## src/sv/dspl_pkg.sv

```systemverilog
// ---------------------------------------------------------------------------
// dual sorted priority list package
// shared types, codes and defaults for the sorted list cell chain
// ---------------------------------------------------------------------------
package dspl_pkg;

   localparam int LIST_DEPTH_DEF  = 16;
   localparam int HANDLE_BITS_DEF = 8;

   // request mode codes
   localparam logic [2:0] MODE_ADD       = 3'd0;
   localparam logic [2:0] MODE_REMOVE    = 3'd1;
   localparam logic [2:0] MODE_CHANGE    = 3'd2;
   localparam logic [2:0] MODE_CLEAR     = 3'd3;
   localparam logic [2:0] MODE_READ_PUMP = 3'd4;
   localparam logic [2:0] MODE_READ_DRAW = 3'd5;

   // response status codes
   localparam logic [1:0] STATUS_OK        = 2'd0;
   localparam logic [1:0] STATUS_FULL      = 2'd1;
   localparam logic [1:0] STATUS_NOT_FOUND = 2'd2;
   localparam logic [1:0] STATUS_RANGE     = 2'd3;

   typedef struct packed {
      logic [2:0]         mode;
      logic [7:0]         handle;
      logic signed [31:0] pump_priority;
      logic signed [31:0] draw_priority;
      logic [3:0]         position;
   } req_type;

   typedef struct packed {
      logic [1:0]         status;
      logic [7:0]         read_handle;
      logic signed [31:0] read_priority;
      logic [4:0]         entry_count;
   } rsp_type;

   typedef enum logic [1:0] {
      CELL_HOLD,
      CELL_FIND,
      CELL_DELETE,
      CELL_INSERT
   } cell_op_type;

   typedef struct packed {
      cell_op_type        op;
      logic signed [31:0] key_prio;
   } cell_ctl_type;

   typedef enum logic [2:0] {
      ST_IDLE,
      ST_FIND,
      ST_DELETE,
      ST_INSERT,
      ST_READ,
      ST_DONE
   } state_type;

endpackage

```

## src/sv/dspl_cell.sv

```systemverilog
// ---------------------------------------------------------------------------
// sorted list cell
// holds one list entry; matches, shifts left on delete, shifts right on insert
// ---------------------------------------------------------------------------
module dspl_cell #(
   parameter int HANDLE_BITS = dspl_pkg::HANDLE_BITS_DEF
) (
   input  logic                     clock,
   input  dspl_pkg::cell_ctl_type   ctl,
   input  logic [HANDLE_BITS-1:0]   key_handle,
   input  logic                     live,
   input  logic                     left_keep,
   input  logic                     shift,
   input  logic [HANDLE_BITS-1:0]   left_handle,
   input  logic signed [31:0]       left_prio,
   input  logic [HANDLE_BITS-1:0]   right_handle,
   input  logic signed [31:0]       right_prio,
   output logic                     keep,
   output logic                     match,
   output logic [HANDLE_BITS-1:0]   handle,
   output logic signed [31:0]       prio
);
   import dspl_pkg::*;

   logic [HANDLE_BITS-1:0] handle_ff, handle_in;
   logic signed [31:0]     prio_ff, prio_in;
   logic                   match_ff, match_in;

   // entry stays put on insert when it outranks the new one
   assign keep = live && (prio_ff > ctl.key_prio);

   always_comb begin
      handle_in = handle_ff;
      prio_in   = prio_ff;
      match_in  = match_ff;
      case (ctl.op)
         CELL_FIND: begin
            match_in = live && (handle_ff == key_handle);
         end
         CELL_DELETE: begin
            if (shift) begin
               handle_in = right_handle;
               prio_in   = right_prio;
            end
         end
         CELL_INSERT: begin
            if (!keep) begin
               if (left_keep) begin
                  handle_in = key_handle;
                  prio_in   = ctl.key_prio;
               end else begin
                  handle_in = left_handle;
                  prio_in   = left_prio;
               end
            end
         end
         default: begin
         end
      endcase
   end

   always_ff @(posedge clock) begin
      handle_ff <= handle_in;
      prio_ff   <= prio_in;
      match_ff  <= match_in;
   end

   assign match  = match_ff;
   assign handle = handle_ff;
   assign prio   = prio_ff;

endmodule

```

## src/sv/dspl_chain.sv

```systemverilog
// ---------------------------------------------------------------------------
// sorted list cell chain
// one descending list as a row of cells, with first-match and read select
// ---------------------------------------------------------------------------
module dspl_chain #(
   parameter int LIST_DEPTH  = dspl_pkg::LIST_DEPTH_DEF,
   parameter int HANDLE_BITS = dspl_pkg::HANDLE_BITS_DEF,
   localparam int CNT_W      = $clog2(LIST_DEPTH + 1),
   localparam int IDX_W      = $clog2(LIST_DEPTH)
) (
   input  logic                     clock,
   input  dspl_pkg::cell_ctl_type   ctl,
   input  logic [HANDLE_BITS-1:0]   key_handle,
   input  logic [CNT_W-1:0]         count,
   input  logic [3:0]               read_pos,
   output logic                     found,
   output logic [HANDLE_BITS-1:0]   rd_handle,
   output logic signed [31:0]       rd_prio
);
   import dspl_pkg::*;

   logic [LIST_DEPTH-1:0]  keep_q;
   logic [LIST_DEPTH-1:0]  match_q;
   logic [LIST_DEPTH-1:0]  first_hit;
   logic [LIST_DEPTH-1:0]  shift_mask;
   logic [HANDLE_BITS-1:0] handle_q [LIST_DEPTH];
   logic signed [31:0]     prio_q   [LIST_DEPTH];
   logic [IDX_W+3:0]       pos_wide;
   logic [IDX_W-1:0]       rd_idx;

   // isolate the first match, everything at or after it moves left
   assign first_hit  = match_q & (~match_q + LIST_DEPTH'(1));
   assign shift_mask = ~(first_hit - LIST_DEPTH'(1));
   assign found      = |match_q;

   for (genvar i = 0; i < LIST_DEPTH; i++) begin : g_cell
      logic                   live;
      logic                   left_keep;
      logic [HANDLE_BITS-1:0] left_handle;
      logic signed [31:0]     left_prio;
      logic [HANDLE_BITS-1:0] right_handle;
      logic signed [31:0]     right_prio;

      assign live = (CNT_W'(i) < count);

      if (i == 0) begin : g_head
         assign left_keep   = 1'b1;
         assign left_handle = key_handle;
         assign left_prio   = ctl.key_prio;
      end else begin : g_body
         assign left_keep   = keep_q[i-1];
         assign left_handle = handle_q[i-1];
         assign left_prio   = prio_q[i-1];
      end

      if (i == LIST_DEPTH - 1) begin : g_tail
         assign right_handle = handle_q[i];
         assign right_prio   = prio_q[i];
      end else begin : g_mid
         assign right_handle = handle_q[i+1];
         assign right_prio   = prio_q[i+1];
      end

      dspl_cell #(
         .HANDLE_BITS (HANDLE_BITS)
      ) u_cell (
         .clock        (clock),
         .ctl          (ctl),
         .key_handle   (key_handle),
         .live         (live),
         .left_keep    (left_keep),
         .shift        (shift_mask[i]),
         .left_handle  (left_handle),
         .left_prio    (left_prio),
         .right_handle (right_handle),
         .right_prio   (right_prio),
         .keep         (keep_q[i]),
         .match        (match_q[i]),
         .handle       (handle_q[i]),
         .prio         (prio_q[i])
      );
   end

   // read select, only meaningful below count
   assign pos_wide  = {IDX_W'(0), read_pos};
   assign rd_idx    = pos_wide[IDX_W-1:0];
   assign rd_handle = handle_q[rd_idx];
   assign rd_prio   = prio_q[rd_idx];

endmodule

```

## config.mk

```make
export PLATFORM = sky130hd
export DESIGN_NAME = dspl_chain
export DESIGN_NICKNAME = d
export VERILOG_FILES = /design/src/sv/dspl_pkg.sv /design/src/sv/dspl_cell.sv /design/src/sv/dspl_chain.sv
export SDC_FILE = /design/constraint.sdc
export NUM_CORES = 2
export LEC_CHECK = 0
export ABC_CLOCK_PERIOD_IN_PS = 7950
export BUFFER_PORTS_ARGS = -buffer_cell sky130_fd_sc_hd__buf_2
export CAP_MARGIN = 20
export CORE_AREA = 2 2 393 395
export CTS_CLUSTER_SIZE = 24
export DETAILED_ROUTE_END_ITERATION = 12
export DIE_AREA = 0 0 395 397
export GPL_TIMING_DRIVEN = 1
export PLACE_DENSITY = 0.48
export SYNTH_ARGS = -nofsm -noshare
export SYNTH_HDL_FRONTEND = slang
export SYNTH_HIERARCHICAL = 1
export SYNTH_SLANG_ARGS = --single-unit
```

## constraint.sdc

```tcl
create_clock -name clock -period 7.95 [get_ports clock]
set_clock_uncertainty 0.15 [all_clocks]
set_input_delay 1.59 -clock clock [delete_from_list [all_inputs] [get_ports clock]]
set_output_delay 1.59 -clock clock [all_outputs]
set_load 0.005 [all_outputs]
```

# Word-level counts from Yosys, hierarchy flattened
# Cells that the tools add are included.
[classes] addsub=2 order_cmp=33 eq_ne=49 muxes=126 n_bitwise=5 n_reduce_logical=50
[op_table] cell="32-bit 2-to-1 mux" n=47
[op_table] cell="32-bit one-hot mux with 2 select lines" n=15
[op_table] cell="32-bit greater-than comparator" n=16
[op_table] cell="8-bit 2-to-1 mux" n=47
[op_table] cell="8-bit one-hot mux with 2 select lines" n=15
[op_table] cell="32-bit binary-select mux with 4-bit select" n=1
[op_table] cell="8-bit == test" n=16
[op_table] cell="2-bit inequality test (second input constant)" n=30
[op_table] cell="3-bit AND reduction" n=15
[op_table] cell="4-bit by 5-bit less-than comparator with 1-bit output (first input constant)" n=8
[op_table] cell="8-bit binary-select mux with 4-bit select" n=1
[op_table] cell="1-bit logical AND" n=32
[op_table] cell="15-bit inverter" n=2
[op_table] cell="3-bit by 5-bit less-than comparator with 1-bit output (first input constant)" n=4
[op_table] cell="16-bit OR reduction" n=1
[op_table] cell="15-bit by 1-bit adder with 15-bit output (second input constant)" n=1
[op_table] cell="15-bit AND" n=1
[op_table] cell="15-bit by 1-bit subtractor with 15-bit output (second input constant)" n=1
[op_table] cell="1-bit by 5-bit less-than comparator with 1-bit output (first input constant)" n=2
[op_table] cell="2-bit by 5-bit less-than comparator with 1-bit output (first input constant)" n=2
[op_table] cell="5-bit greater-or-equal comparator (second input constant)" n=1
[op_table] cell="4-bit inverter with 5-bit output" n=1
[op_table] cell="2-bit == test (second input constant)" n=2
[op_table] cell="2-bit by 1-bit == test with 1-bit output (second input constant)" n=1
[op_table] cell="3 further kinds" n=3
[totals] regBits=656 out_inout_bits=41

# Depth between registers and ports, before layout
[depth] ltp_word=7 depth_mapped=12 depth_no_buf=10

# Hierarchy
# Netlist, hierarchy kept.
[modules_own_cells] mod="dspl_cell" instances=16 cells_per_inst=311 area_per_inst_um2=3006.6 seq_area_each_um2=1231.2
[modules_own_cells] mod="dspl_chain" instances=1 cells_per_inst=388 area_per_inst_um2=4890.9 seq_area_each_um2=0.0

# Least setup slack after synthesis
# OpenSTA, ideal clock, no wires.
[synth_path] path_type="input to register" start="in count[4]" end="reg g_cell[0].u_cell.handle_ff[0], enable pin" setup_time_ps=438 arrival_ps=4714 setup_slack_ps=2648 path_stages=9 path_cell_list="nor2_1 inv_1 or3_1 or2_2 inv_1 a31oi_1 and3_1 a2bb2o_2 nor2_1"
[synth_via] elab_chain_cells=4
[synth_rtl] item="from (decl)" line_no="dspl_chain.sv:14" source="input logic [CNT_W-1:0] count,"
[synth_rtl] item="1-bit by 5-bit less-than comparator with 1-bit output" line_no="dspl_chain.sv:44" source="assign live = (CNT_W'(i) < count);"
[synth_rtl] item="via g_cell[0].live" line_no="dspl_chain.sv:37" source="logic live;"
[synth_rtl] item="1-bit logical AND" line_no="dspl_cell.sv:30" source="assign keep = live && (prio_ff > ctl.key_prio);"
[synth_rtl] item="2-bit inequality test (no source line)"
[synth_rtl] item="3-bit AND reduction (no source line)"
[synth_rtl] item="to (signal assigned)" line_no="dspl_cell.sv:63" source="handle_ff <= handle_in;"
[synth_rtl] item="to (decl)" line_no="dspl_cell.sv:25" source="logic [HANDLE_BITS-1:0] handle_ff, handle_in;"
# The timed path passes the listed nets, and every way through them passes these cells.
# A chain may end at the register's enable or synchronous reset.

# Worst setup path after layout
[layout_path] start="in read_pos[0]" end="out rd_handle[7]"
[layout_via] elab_chain_cells=4
[layout_rtl] item="from (decl)" line_no="dspl_chain.sv:15" source="input logic [3:0] read_pos,"
[layout_rtl] item="4-bit inverter with 5-bit output (not written as such)" line_no="dspl_chain.sv:87" source="assign rd_handle = handle_q[rd_idx];"
[layout_rtl] item="8-bit binary-select mux with 4-bit select" line_no="dspl_chain.sv:87"
[layout_rtl] item="8-bit 2-to-1 mux (not written as such) (2 in series)" line_no="dspl_chain.sv:87"
[layout_rtl] item="to (decl)" line_no="dspl_chain.sv:17" source="output logic [HANDLE_BITS-1:0] rd_handle,"
# Every way passes these cells. The select of a mux whose other input is x is not followed.

==> results by group <==
Run status
  • Status: completed

Worst setup path
  • CP Class: in -> out
  • Slowest CP cell: mux4_2
  • Arrival time of the worst setup path: 4.13 ns
  • Max incr delay on CP: 0.63 ns
  • Reg2reg start: g_cell[1].u_cell/prio[7]$_DFFE_PP_
  • Req. time, crit path: 6.21 ns
  • Critical path origin: read_pos[0]
  • Max FO, Critical Path: 22
  • Startpoint types: input port
  • CP Capture Type: primary output
  • CP delay by family, top: buffers and inverters
  • CP Buf/Inv Count: 3
  • Cell Chain, Critical Path: buf_8, buf_4, mux4_2, a22oi_1, nand2_1, buf_2

CTS
  • Clk sinks: 656
  • H-Tree Depth: 3
  • Setup Buffers After CTS: 0
  • Num CTS Buffers: 87
  • Clock Pin Slew Worst Setup and Hold Paths: 0.06 ns
  • Root buf cell: clkbuf_16
  • CTS tree: done
  • Clock Latency Late Sink: 0.68 ns
  • # resized after CTS: 0
  • Deepest clock path buffer count: 3
  • Post-CTS Hold Buffers: 0

Timing
  • Max Slew Vio Count: 0
  • Max-slew headroom: 30.13%
  • Post-layout minimum cycle time: 5.866 ns
  • Final setup violation count: 0
  • RSZ-0062 raised after global routing: no
  • Final hold violation count: 0
  • Final period utilization: 73.79%
  • Worst-Margin Slew: 1.045 ns
  • Setup_tns: 0 ns
  • Fmax: 170.5 MHz

Detailed routing
  • DRT Pass-1 Iters: 5
  • Via density: 5.428
  • WL per Instance: 22.63 µm
  • DRC marker count from the first detailed-route iteration: 3339
  • Antenna-violating nets left: 0
  • Vias after detailed routing: 40570
  • # DRC: 0
  • Final wirelength: 169100 µm

Yosys
  • Syn Inst Count: 5361
  • Syn nets: 5925
  • Ys Warns: 6
  • Synthesized cell area: 52980 µm²
  • Post-Syn Area per Cell: 9.882 µm²

Floorplanning
  • Chip width: 395 µm
  • IO Pins: 93
  • Core Area: 153000 µm²
  • Die H: 397 µm
  • Initial Util: 34.63%
  • DIE AREA: 156800 µm²
  • Row Count: 144

Global route
  • Initial antenna violation count: 11
  • Largest net degree at the start of global routing: 81
  • M3 GR Usage: 2.462%
  • Gr ovfl total: 0
  • Gr busiest metal: met2
  • GR Util met1: 31.03%
  • GRT met2 Usage: 32.10%
  • Vias in the first global route: 39240
  • First-pass GRT wire length: 254500 µm
  • GRT Total Usage: 21.07%

Power and ir drop
  • Maximum VDD drop: 0.1698 mV
  • Power Density: 209.3 nW/µm²
  • Leakage power: 23.84 nW

Placement
  • GP Congestion: 0.8575
  • Number of port buffers: 92
  • Hpwl dp: 130700 µm
  • Post-DP Area: 56090 µm²

Hold path
  • Hold_sp: g_cell[6].u_cell/prio[0]$_DFFE_PP_
  • HP Class: reg -> reg

Finish
  • Nets@finish: 5921
  • Area Overhead vs Synth: 10.92%
  • Cell area after layout: 58770 µm²
  • Layout cells sized above 1: 10.69%

Run
  • Number of max-cap violations: 0
-- power by group --
part	switching (mW)	total, mW	internal [mW]
Sequential	0.518	4.91	4.39
Combinational	2.04	3.57	1.53
Clock	1.63	3.82	2.19
Total	4.19	12.3	8.11
-- metal layers --
| metal | wire, µm | up-vias |
|---|---|---|
| li1 | - | 19800 |
| met1 | 82360 | 19610 |
| met2 | 73750 | 969 |
| met3 | 8022 | 184 |
| met4 | 4911 | 10 |
| met5 | 80 | - |
-- final timing paths --
check / to / slack [ns] / cells after the start
setup / recovery: rd_handle[7] / 2.08 / 6
hold / removal: g_cell[5].u_cell/prio[0]$_DFFE_PP_ / 0.52 / 2
setup reg to reg: g_cell[2].u_cell/prio[5]$_DFFE_PP_ / 3.60 / 10
hold reg to reg: g_cell[5].u_cell/prio[0]$_DFFE_PP_ / 0.52 / 2
-- sequential cells by signal (all words and copies together), names as in the netlist --
signal / flops
g_cell.u_cell/prio: 512
g_cell.u_cell/handle: 128
g_cell.u_cell/match: 16
-- per-stage QoR --
step	setup WS, ns	hold WS (ns)	instances	power [mW]	utilization (%)
3_3_place_gp	1.789	0.5050	7307	8.440	36.61
3_5_place_dp	1.766	0.5198	7311	8.535	36.67
6_report	2.084	0.5208	7473	12.30	38.42
4_1_cts	2.127	0.5270	7468	12.41	38.40
2_1_floorplan	2.648	0.4603	5361	7.320	-
5_1_grt	2.028	0.5524	7469	12.96	38.41
-- final cells by class --
class	instances	area, µm²
Fill cell	15190	94200
Inverter	531	1993
Tap cell	2044	2557
Multi-Input combinational cell	3894	30540
Timing Repair Buffer	187	1320
Clock inverter	32	236.5
Antenna cell	4	10.01
Clock buffer	125	2405
Sequential cell	656	19700
-- worst min-delay path, stage by stage (launching register included) --
cell and delay, ns:
edfxtp_1 0.38, nor2_1 0.06, a21oi_1 0.11
-- cell usage in the layout, fill, tap and decap left out, types with 34 or more instances in the layout --
cell type    n
mux4_2     160
nand2_1    144
o21ai_0     81
xnor2_1    112
a21oi_1    832
buf_4       86
ha_1       512
inv_1      531
a22oi_1     96
clkbuf_1    34
edfxtp_1   656
clkbuf_16   91
nor2_1     708
mux2i_1    640
nand3_1     66
nand4_1    128
buf_2       90
No activity file was read; power rests on OpenSTA's default activity.
